[config.mk]
export PLATFORM = sky130hd
export DESIGN_NAME = voxel_index_convert_core_flat
export DESIGN_NICKNAME = d
export VERILOG_FILES = /design/src/design/vic_pkg.sv /design/src/design/vic_req_if.sv /design/src/design/vic_rsp_if.sv /design/src/design/vic_fwd.sv /design/src/design/vic_div_pipe.sv /design/src/design/voxel_index_convert_core.sv /design/src/flat_wrapper.sv
export SDC_FILE = /design/constraint.sdc
export NUM_CORES = 2
export LEC_CHECK = 0
export CAP_MARGIN = 20
export CORE_UTILIZATION = 38
export DETAILED_ROUTE_END_ITERATION = 12
export DONT_BUFFER_PORTS = 1
export GPL_TIMING_DRIVEN = 0
export SETUP_SLACK_MARGIN = 0.02
export SYNTH_ARGS = -nofsm -noshare
export SYNTH_HDL_FRONTEND = slang
export SYNTH_SLANG_ARGS = --single-unit
[constraint.sdc]
create_clock -name clk -period 45 [get_ports clk]
set_input_delay 4.5 -clock clk [delete_from_list [all_inputs] [get_ports clk]]
set_output_delay 4.5 -clock clk [all_outputs]
set_load 0.02 [all_outputs]
[src/design/vic_pkg.sv]
package vic_pkg;

    localparam int COORD_W   = 10;
    localparam int IDX_W     = 30;
    localparam int DIM_W     = 11;
    localparam int PLANE_W   = 2 * DIM_W;
    localparam int TOTAL_W   = DIM_W + PLANE_W;
    localparam int CFG_IDX_W = 2;

    localparam logic OP_FWD = 1'b0;
    localparam logic OP_REV = 1'b1;

    localparam logic [CFG_IDX_W-1:0] CFG_DIM_X = 2'd0;
    localparam logic [CFG_IDX_W-1:0] CFG_DIM_Y = 2'd1;
    localparam logic [CFG_IDX_W-1:0] CFG_DIM_Z = 2'd2;

    // Front-end result handed to the divider chain
    typedef struct packed {
        logic             op;
        logic [IDX_W-1:0] lin;
        logic [IDX_W-1:0] idx;
        logic             flag;
    } vic_fwd_t;

    // Fields that ride alongside the divider stages
    typedef struct packed {
        logic             op;
        logic [IDX_W-1:0] idx;
        logic             flag;
    } vic_side_t;

    typedef struct packed {
        vic_side_t        side;
        logic [IDX_W-1:0] quo_x;
    } vic_side2_t;

endpackage

[src/design/vic_req_if.sv]
interface vic_req_if import vic_pkg::*; ();
    logic               valid;
    logic               ready;
    logic               operation;
    logic [COORD_W-1:0] coord_x;
    logic [COORD_W-1:0] coord_y;
    logic [COORD_W-1:0] coord_z;
    logic [IDX_W-1:0]   linear_index;

    modport source (
        output valid, operation, coord_x, coord_y, coord_z, linear_index,
        input  ready
    );
    modport sink (
        input  valid, operation, coord_x, coord_y, coord_z, linear_index,
        output ready
    );
endinterface

[src/design/vic_rsp_if.sv]
interface vic_rsp_if import vic_pkg::*; ();
    logic               valid;
    logic               ready;
    logic [IDX_W-1:0]   out_index;
    logic [IDX_W-1:0]   out_x;
    logic [COORD_W-1:0] out_y;
    logic [COORD_W-1:0] out_z;
    logic               out_of_grid;

    modport source (
        output valid, out_index, out_x, out_y, out_z, out_of_grid,
        input  ready
    );
    modport sink (
        input  valid, out_index, out_x, out_y, out_z, out_of_grid,
        output ready
    );
endinterface

[src/design/vic_fwd.sv]
module vic_fwd import vic_pkg::*;
(
    input  logic               clk,
    input  logic               rst_n,
    input  logic               adv,
    input  logic               in_vld,
    input  logic               operation,
    input  logic [COORD_W-1:0] coord_x,
    input  logic [COORD_W-1:0] coord_y,
    input  logic [COORD_W-1:0] coord_z,
    input  logic [IDX_W-1:0]   linear_index,
    input  logic [PLANE_W-1:0] plane,
    input  logic [TOTAL_W-1:0] total,
    input  logic [DIM_W-1:0]   nz,
    output logic               out_vld,
    output vic_fwd_t           out_data
);

    localparam int P1_W = COORD_W + PLANE_W;
    localparam int P2_W = COORD_W + DIM_W;

    logic               s0_vld_reg;
    logic               s0_op_reg;
    logic [COORD_W-1:0] s0_x_reg;
    logic [COORD_W-1:0] s0_y_reg;
    logic [COORD_W-1:0] s0_z_reg;
    logic [IDX_W-1:0]   s0_lin_reg;

    logic               s1_vld_reg;
    logic               s1_op_reg;
    logic [IDX_W-1:0]   s1_lin_reg;
    logic [P1_W-1:0]    s1_p1_reg;
    logic [P2_W-1:0]    s1_p2_reg;
    logic [COORD_W-1:0] s1_z_reg;

    logic               s2_vld_reg;
    vic_fwd_t           s2_data_reg;
    vic_fwd_t           s2_data_next;
    logic [TOTAL_W-1:0] sum;

    always_comb
    begin
        sum = TOTAL_W'(s1_p1_reg) + TOTAL_W'(s1_p2_reg) + TOTAL_W'(s1_z_reg);
        s2_data_next.op  = s1_op_reg;
        s2_data_next.lin = s1_lin_reg;
        s2_data_next.idx = sum[IDX_W-1:0];
        if (s1_op_reg == OP_REV)
        begin
            s2_data_next.flag = (TOTAL_W'(s1_lin_reg) >= total);
        end
        else
        begin
            s2_data_next.flag = (sum >= total);
        end
    end

    always_ff @(posedge clk or negedge rst_n)
    begin
        if (!rst_n)
        begin
            s0_vld_reg <= 1'b0;
            s1_vld_reg <= 1'b0;
            s2_vld_reg <= 1'b0;
        end
        else if (adv)
        begin
            s0_vld_reg <= in_vld;
            s1_vld_reg <= s0_vld_reg;
            s2_vld_reg <= s1_vld_reg;
        end
    end

    always_ff @(posedge clk)
    begin
        if (adv)
        begin
            s0_op_reg   <= operation;
            s0_x_reg    <= coord_x;
            s0_y_reg    <= coord_y;
            s0_z_reg    <= coord_z;
            s0_lin_reg  <= linear_index;
            s1_op_reg   <= s0_op_reg;
            s1_lin_reg  <= s0_lin_reg;
            s1_p1_reg   <= P1_W'(s0_x_reg) * P1_W'(plane);
            s1_p2_reg   <= P2_W'(s0_y_reg) * P2_W'(nz);
            s1_z_reg    <= s0_z_reg;
            s2_data_reg <= s2_data_next;
        end
    end

    assign out_vld  = s2_vld_reg;
    assign out_data = s2_data_reg;

endmodule

[src/design/vic_div_pipe.sv]
module vic_div_pipe
#(
    parameter int N = 30,
    parameter int D = 22,
    parameter int S = 5,
    parameter int W = 1
)
(
    input  logic         clk,
    input  logic         rst_n,
    input  logic         adv,
    input  logic         in_vld,
    input  logic [N-1:0] in_num,
    input  logic [D-1:0] in_rem,
    input  logic [D-1:0] div,
    input  logic [W-1:0] in_side,
    output logic         out_vld,
    output logic [N-1:0] out_quo,
    output logic [D-1:0] out_rem,
    output logic [W-1:0] out_side
);

    localparam int NS = (N + S - 1) / S;

    logic [NS-1:0] vld_reg;
    logic [N-1:0]  num_reg  [NS];
    logic [D-1:0]  rem_reg  [NS];
    logic [W-1:0]  side_reg [NS];

    for (genvar k = 0; k < NS; k++)
    begin : g_stage
        logic         prev_vld;
        logic [N-1:0] prev_num;
        logic [D-1:0] prev_rem;
        logic [W-1:0] prev_side;
        logic [N-1:0] num_next;
        logic [D-1:0] rem_next;

        if (k == 0)
        begin : g_first
            assign prev_vld  = in_vld;
            assign prev_num  = in_num;
            assign prev_rem  = in_rem;
            assign prev_side = in_side;
        end
        else
        begin : g_rest
            assign prev_vld  = vld_reg[k-1];
            assign prev_num  = num_reg[k-1];
            assign prev_rem  = rem_reg[k-1];
            assign prev_side = side_reg[k-1];
        end

        // Restoring division, one quotient bit per step, MSB first
        always_comb
        begin
            logic [D:0]   r;
            logic [N-1:0] q;
            logic [D-1:0] rm;
            r  = '0;
            q  = prev_num;
            rm = prev_rem;
            for (int j = 0; j < S; j++)
            begin
                if (k * S + j < N)
                begin
                    r = {rm, q[N-1]};
                    q = {q[N-2:0], 1'b0};
                    if (r >= {1'b0, div})
                    begin
                        r    = r - {1'b0, div};
                        q[0] = 1'b1;
                    end
                    rm = r[D-1:0];
                end
            end
            num_next = q;
            rem_next = rm;
        end

        always_ff @(posedge clk or negedge rst_n)
        begin
            if (!rst_n)
            begin
                vld_reg[k] <= 1'b0;
            end
            else if (adv)
            begin
                vld_reg[k] <= prev_vld;
            end
        end

        always_ff @(posedge clk)
        begin
            if (adv)
            begin
                num_reg[k]  <= num_next;
                rem_reg[k]  <= rem_next;
                side_reg[k] <= prev_side;
            end
        end
    end

    assign out_vld  = vld_reg[NS-1];
    assign out_quo  = num_reg[NS-1];
    assign out_rem  = rem_reg[NS-1];
    assign out_side = side_reg[NS-1];

endmodule

[src/design/voxel_index_convert_core.sv]
// Voxel index converter: row-major 3D coordinates <-> linear index.
// Channel req carries one conversion per transfer (operation selects forward
// or reverse); channel rsp returns exactly one result per request, in order.
// Grid sizes are written through cfg_we/cfg_index/cfg_data while the block is
// idle (a rule for the user; the block does not enforce it); a zero size acts
// as 1 and sizes clamp at 2**DIM_BITS. From the request transfer to rsp.valid
// there are thirteen register stages, the first of which captures the request
// at the transfer edge: a three-stage front end (input register, multipliers,
// add and compare), the quotient by the plane size in six stages of five bits,
// the quotient by dim_z in three stages of four bits, and the output register.
// Throughput is one transfer per cycle unless the receiver stalls; the whole
// pipeline advances together. When the receiver stalls with a result waiting,
// every stage holds and req.ready drops in the same cycle, so nothing is lost
// or repeated. Reset empties the pipeline and sets every grid size to 1.
module voxel_index_convert_core import vic_pkg::*;
#(
    parameter int DIM_BITS = 10
)
(
    input  logic                 clk,
    input  logic                 rst_n,
    vic_req_if.sink              req,
    vic_rsp_if.source            rsp,
    input  logic                 cfg_we,
    input  logic [CFG_IDX_W-1:0] cfg_index,
    input  logic [DIM_W-1:0]     cfg_data
);

    localparam longint unsigned LIM = 64'd1 << DIM_BITS;

    function automatic logic [DIM_W-1:0] eff_dim(input logic [DIM_W-1:0] v);
        logic [DIM_W-1:0] r;
        r = v;
        if (v == '0)
        begin
            r = DIM_W'(1);
        end
        else if (64'(v) > LIM)
        begin
            r = DIM_W'(LIM);
        end
        return r;
    endfunction

    logic [DIM_W-1:0]   dim_x_reg;
    logic [DIM_W-1:0]   dim_y_reg;
    logic [DIM_W-1:0]   dim_z_reg;
    logic [DIM_W-1:0]   nx;
    logic [DIM_W-1:0]   ny;
    logic [DIM_W-1:0]   nz;
    logic [PLANE_W-1:0] plane_reg;
    logic [TOTAL_W-1:0] total_reg;

    logic               adv;
    logic               f_vld;
    vic_fwd_t           f_data;
    vic_side_t          f_side;

    logic               d1_vld;
    logic [IDX_W-1:0]   d1_quo;
    logic [PLANE_W-1:0] d1_rem;
    vic_side_t          d1_side;
    vic_side2_t         d1_side2;

    logic               d2_vld;
    logic [DIM_W-1:0]   d2_quo;
    logic [DIM_W-1:0]   d2_rem;
    vic_side2_t         d2_side2;

    logic               out_vld_reg;
    logic [IDX_W-1:0]   out_index_reg;
    logic [IDX_W-1:0]   out_x_reg;
    logic [COORD_W-1:0] out_y_reg;
    logic [COORD_W-1:0] out_z_reg;
    logic               out_flag_reg;

    always_ff @(posedge clk or negedge rst_n)
    begin
        if (!rst_n)
        begin
            dim_x_reg <= DIM_W'(1);
            dim_y_reg <= DIM_W'(1);
            dim_z_reg <= DIM_W'(1);
        end
        else if (cfg_we)
        begin
            case (cfg_index)
                CFG_DIM_X: dim_x_reg <= cfg_data;
                CFG_DIM_Y: dim_y_reg <= cfg_data;
                CFG_DIM_Z: dim_z_reg <= cfg_data;
                default:   ;
            endcase
        end
    end

    assign nx = eff_dim(dim_x_reg);
    assign ny = eff_dim(dim_y_reg);
    assign nz = eff_dim(dim_z_reg);

    // Grid products are registered: plane_reg from ny*nz, then total_reg from nx and plane_reg
    always_ff @(posedge clk)
    begin
        plane_reg <= PLANE_W'(ny) * PLANE_W'(nz);
        total_reg <= TOTAL_W'(nx) * TOTAL_W'(plane_reg);
    end

    assign adv       = !out_vld_reg || rsp.ready;
    assign req.ready = adv;

    vic_fwd u_fwd (
        .clk          (clk),
        .rst_n        (rst_n),
        .adv          (adv),
        .in_vld       (req.valid),
        .operation    (req.operation),
        .coord_x      (req.coord_x),
        .coord_y      (req.coord_y),
        .coord_z      (req.coord_z),
        .linear_index (req.linear_index),
        .plane        (plane_reg),
        .total        (total_reg),
        .nz           (nz),
        .out_vld      (f_vld),
        .out_data     (f_data)
    );

    assign f_side.op   = f_data.op;
    assign f_side.idx  = f_data.idx;
    assign f_side.flag = f_data.flag;

    vic_div_pipe #(
        .N (IDX_W),
        .D (PLANE_W),
        .S (5),
        .W ($bits(vic_side_t))
    ) u_div_plane (
        .clk      (clk),
        .rst_n    (rst_n),
        .adv      (adv),
        .in_vld   (f_vld),
        .in_num   (f_data.lin),
        .in_rem   ('0),
        .div      (plane_reg),
        .in_side  (f_side),
        .out_vld  (d1_vld),
        .out_quo  (d1_quo),
        .out_rem  (d1_rem),
        .out_side (d1_side)
    );

    assign d1_side2.side  = d1_side;
    assign d1_side2.quo_x = d1_quo;

    // Remainder < ny*nz, so its upper half is already below nz
    vic_div_pipe #(
        .N (DIM_W),
        .D (DIM_W),
        .S (4),
        .W ($bits(vic_side2_t))
    ) u_div_row (
        .clk      (clk),
        .rst_n    (rst_n),
        .adv      (adv),
        .in_vld   (d1_vld),
        .in_num   (d1_rem[DIM_W-1:0]),
        .in_rem   (d1_rem[PLANE_W-1:DIM_W]),
        .div      (nz),
        .in_side  (d1_side2),
        .out_vld  (d2_vld),
        .out_quo  (d2_quo),
        .out_rem  (d2_rem),
        .out_side (d2_side2)
    );

    always_ff @(posedge clk or negedge rst_n)
    begin
        if (!rst_n)
        begin
            out_vld_reg <= 1'b0;
        end
        else if (adv)
        begin
            out_vld_reg <= d2_vld;
        end
    end

    always_ff @(posedge clk)
    begin
        if (adv)
        begin
            out_flag_reg <= d2_side2.side.flag;
            if (d2_side2.side.op == OP_REV)
            begin
                out_index_reg <= '0;
                out_x_reg     <= d2_side2.quo_x;
                out_y_reg     <= d2_quo[COORD_W-1:0];
                out_z_reg     <= d2_rem[COORD_W-1:0];
            end
            else
            begin
                out_index_reg <= d2_side2.side.flag ? '0 : d2_side2.side.idx;
                out_x_reg     <= '0;
                out_y_reg     <= '0;
                out_z_reg     <= '0;
            end
        end
    end

    assign rsp.valid       = out_vld_reg;
    assign rsp.out_index   = out_index_reg;
    assign rsp.out_x       = out_x_reg;
    assign rsp.out_y       = out_y_reg;
    assign rsp.out_z       = out_z_reg;
    assign rsp.out_of_grid = out_flag_reg;

endmodule

[src/flat_wrapper.sv]
// flat-port wrapper written by rule: the top's interface ports become plain ports
module voxel_index_convert_core_flat import vic_pkg::*;
#(
    parameter int DIM_BITS = 10
)
  (clk, rst_n, cfg_we, cfg_index, cfg_data, req_valid, req_operation, req_coord_x, req_coord_y, req_coord_z, req_linear_index, req_ready, rsp_valid, rsp_out_index, rsp_out_x, rsp_out_y, rsp_out_z, rsp_out_of_grid, rsp_ready);
  vic_req_if req_i ();
  vic_rsp_if rsp_i ();
  input  logic clk;
  input  logic rst_n;
  input  logic cfg_we;
  input  logic [CFG_IDX_W-1:0] cfg_index;
  input  logic [DIM_W-1:0] cfg_data;
  input wire logic [$bits(req_i.valid)-1:0] req_valid;
  input wire logic [$bits(req_i.operation)-1:0] req_operation;
  input wire logic [$bits(req_i.coord_x)-1:0] req_coord_x;
  input wire logic [$bits(req_i.coord_y)-1:0] req_coord_y;
  input wire logic [$bits(req_i.coord_z)-1:0] req_coord_z;
  input wire logic [$bits(req_i.linear_index)-1:0] req_linear_index;
  output wire logic [$bits(req_i.ready)-1:0] req_ready;
  output wire logic [$bits(rsp_i.valid)-1:0] rsp_valid;
  output wire logic [$bits(rsp_i.out_index)-1:0] rsp_out_index;
  output wire logic [$bits(rsp_i.out_x)-1:0] rsp_out_x;
  output wire logic [$bits(rsp_i.out_y)-1:0] rsp_out_y;
  output wire logic [$bits(rsp_i.out_z)-1:0] rsp_out_z;
  output wire logic [$bits(rsp_i.out_of_grid)-1:0] rsp_out_of_grid;
  input wire logic [$bits(rsp_i.ready)-1:0] rsp_ready;
  assign req_i.valid = req_valid;
  assign req_i.operation = req_operation;
  assign req_i.coord_x = req_coord_x;
  assign req_i.coord_y = req_coord_y;
  assign req_i.coord_z = req_coord_z;
  assign req_i.linear_index = req_linear_index;
  assign req_ready = req_i.ready;
  assign rsp_valid = rsp_i.valid;
  assign rsp_out_index = rsp_i.out_index;
  assign rsp_out_x = rsp_i.out_x;
  assign rsp_out_y = rsp_i.out_y;
  assign rsp_out_z = rsp_i.out_z;
  assign rsp_out_of_grid = rsp_i.out_of_grid;
  assign rsp_i.ready = rsp_ready;
  voxel_index_convert_core #(.DIM_BITS(DIM_BITS)) u_core (.clk(clk), .rst_n(rst_n), .req(req_i), .rsp(rsp_i), .cfg_we(cfg_we), .cfg_index(cfg_index), .cfg_data(cfg_data));
endmodule
==> results by group <==
Yosys
  – Sequential fraction of the synthesis area: 0.327
  – Synth area leader: edfxtp_1
  – Synthesized area: roughly 100000 um^2
  – Synth unique cells: roughly 120
  – Largest cells by area after synthesis: edfxtp_1, ha_1, fa_1
  – Syn Area/Cell: 10.1 um^2
  – Syn Nets: approximately 12000
  – Prevailing post-synth register cell: edfxtp_1
  – Post-synth EDFFs: approximately 1100
  – Async set-reset flop share out of synthesis: 0.0400
  – Yosys top cell area share: 0.305
  – Yosys warnings: 0
  – Yosys reg bits: ~1200
  – Post-Syn Instances: between 10000 and 15000

Clock network
  – Worst skew pair latency: ~0.83 ns
  – TritonCTS Buffers: ~150
  – Htree depth: 4
  – CTS tree: built
  – Root Buffer: clkbuf_16
  – CTS Buffer Depth: 4
  – Clock sink count: about 1200
  – CTS Hold Bufs: 0
  – Clk slew on worst S/H paths: around 0.06 ns
  – Post_cts resized: 0
  – Postcts setup bufs: 0

Die
  – Io pins: around 160
  – Die Y-Extent: 523 um
  – Die Width: about 520 um
  – Die area: about 270000 um^2
  – Core ar.: 271000 um^2
  – Site Rows: 191
  – Initial Utilization: 0.382

Worst setup path
  – Most used cell, CP: a21oi_1
  – Critical R2R Capture: u_core.u_div_plane.rem_reg[4][19]
  – Crit path max fanout: 32
  – Startpoint types: flip-flop
  – Setup CP Type: reg2reg
  – Critical Path Max Stage Delay: between 0.7 and 0.8 ns
  – Worst EP required: roughly 46 ns
  – Worst-case reg-to-reg path depth: 66
  – Crit path capture type: flip-flop
  – Reg2reg start: u_core.plane_reg[1]
  – R2R setup slack: between 20 and 25 ns
  – CP arrival: 21.18 ns
  – Critical path's slowest cell: a21oi_1

Flow run
  – MaxCap Viol Count: 0

Cells and area
  – Final #Nets: around 12000
  – Layout cell share with drive strength beyond 1: 0.0752
  – Filler instances: around 26000
  – Area grow syn2layout: 9.92%
  – Number of flip-flops in the largest register: between 150 and 200

Worst hold path
  – Hold Crit Depth: 0
  – HP Start: u_core.u_div_plane.side_reg[1][15]
  – Hold worst-path end: u_core.u_div_plane.side_reg[2][15]
  – Worst Hold Class: reg2reg

Global route
  – Gr ovfl total: 0
  – First-pass GRT wire length: approximately 450 mm
  – Initial antenna violation count: 11
  – Largest net degree at the start of global routing: 74
  – Via count of the first global-routing pass: around 78000
  – Global Route Usage Sum: 0.213

STA
  – Endpoints failing setup: 0
  – Max frequency: about 0.048 GHz
  – Slew headroom: 0.218
  – Slew Viols, Final: 0
  – Setup TNS: 0 ns
  – Minimum clock period after layout: 20.63 ns
  – Hold WS: 0.366 ns
  – Worst-margin pin slew: between 1 and 1.5 ns
  – Final hold viol count: 0
  – RSZ-0062 raised after global routing: false
  – Worst Skew: between 0.05 and 0.06 ns
  – Tcrit/Tclk final: 0.458

Route
  – Initial DRC count: 6284
  – DR pass1 iterations: 6
  – Final wirelength: slightly below 300 mm
  – Vias per cell: 5.54
  – Remaining DRCs: 0
  – Via count: about 78000
  – WL/cell: around 21 um
  – Remaining antenna violation count: 0

Place
  – Input/output buffers: 0
  – Placer congestion estimate: between 0.9 and 1
  – Final HPWL DP: between 200 and 250 mm

Run status
  – Outcome: finished, final reports clean
[cells by family (layout without fill, tap and decap cells)]
| group | Yosys count | after routing | synth area share |
|---|---|---|---|
| and+or+nand+nor | 2896 | 2896 | 0.137 |
| AOI/OAI and AO/OA | 2285 | 2285 | 0.148 |
| adders and majority gates | 1648 | 1648 | 0.239 |
| DFF | 1151 | 1151 | 0.327 |
| buffers and inverters | 1141 | 1441 | 0.0424 |
| xor gates and xnor gates | 658 | 658 | 0.0558 |
| muxes | 476 | 476 | 0.0512 |
| other | 0 | 6 | 0 |
[routing by layer]
| metal | part of all wire | GRT usage | vias to the layer above |
|---|---|---|---|
| met5 | 0 | 0 | - |
| met2 | 0.45 | 0.342 | 2276 |
| met4 | 0.042 | 0.0853 | 0 |
| li1 | - | - | 37300 |
| met1 | 0.44 | 0.285 | 38100 |
| met3 | 0.061 | 0.0346 | 532 |
[worst max-delay path: cells and delay by family (launching register included)]
family	cells	cell delay (ns)
buffers and inverters	15	4.86
DFF	1	0.65
and+or+nand+nor	12	2.77
adders and majority gates	5	1.63
AOI/OAI and AO/OA	34	10.29
[cell type report]
cell class | count | area [um^2] | share of cell area
diodes | 6 | 15.0 | 0.000132
plain buffers | 252 | 1050 | 0.00925
clock buffers | 171 | 3810 | 0.0336
clock inverters | 81 | 890 | 0.00784
inverters | 889 | 3340 | 0.0294
multi-input cells | 7963 | 65100 | 0.574
flip-flops and latches | 1151 | 33800 | 0.298
well taps | 3570 | 4470 | 0.0393
repair buffers | 48 | 1050 | 0.00928
[Yosys cell counts (55+ instances only)]
master,count
nor2_1,597
nor3_1,174
a21boi_0,55
nand3_1,171
nand2b_1,123
clkbuf_1,196
o31ai_1,58
o21a_1,117
a31oi_1,65
dfxtp_1,55
a221o_1,58
xnor2_1,463
nand4_1,134
nor2b_1,162
o21ai_0,412
inv_1,863
xor2_1,195
and3_1,67
a211oi_1,77
ha_1,1110
fa_1,538
nand2_1,934
a21o_1,355
and2_1,305
mux2_2,326
edfxtp_1,1050
a21oi_1,587
o21bai_1,90
mux2i_1,90
[worst max-delay path by stage]
stage / from / to / slack [ns] / cells after the start
6_report: u_core.plane_reg[1] / u_core.u_div_plane.rem_reg[4][19] / 24.37 / 66
5_1_grt: u_core.plane_reg[1] / u_core.u_div_plane.rem_reg[4][19] / 23.18 / 66
4_1_cts: u_core.plane_reg[1] / u_core.u_div_plane.rem_reg[4][19] / 25.08 / 65
3_5_place_dp: u_core.plane_reg[1] / u_core.u_div_plane.rem_reg[4][19] / 25.13 / 65
3_3_place_gp: rsp_ready / req_ready / -3.88 / 3
2_1_floorplan: rsp_ready / req_ready / 7.26 / 3
[cell usage in the layout, fill, tap and decap left out, types with 162 or more instances in the layout]
master    count
ha_1       1110
edfxtp_1   1050
nand2_1     934
inv_1       843
nor2_1      597
a21oi_1     587
fa_1        538
xnor2_1     463
o21ai_0     412
a21o_1      355
mux2_2      326
and2_1      305
clkbuf_1    214
xor2_1      195
nor3_1      174
nand3_1     171
nor2b_1     162
[stage by stage]
stage / worst slack [ns] / cells / utilization / area [um^2]
after floorplan: 7.26 / 10300 / - / 103000
after global placement: -3.88 / 13800 / 0.398 / 108000
after detailed placement: 25.13 / 13900 / 0.402 / 109000
after CTS: 25.08 / 14100 / 0.420 / 113000
after global routing: 23.18 / 14100 / 0.420 / 114000
final: 24.37 / 14100 / 0.420 / 114000
Power is left out: the tool's default activity adds up to more than one toggle a clock period on the data nets, which glitch-free logic cannot reach.
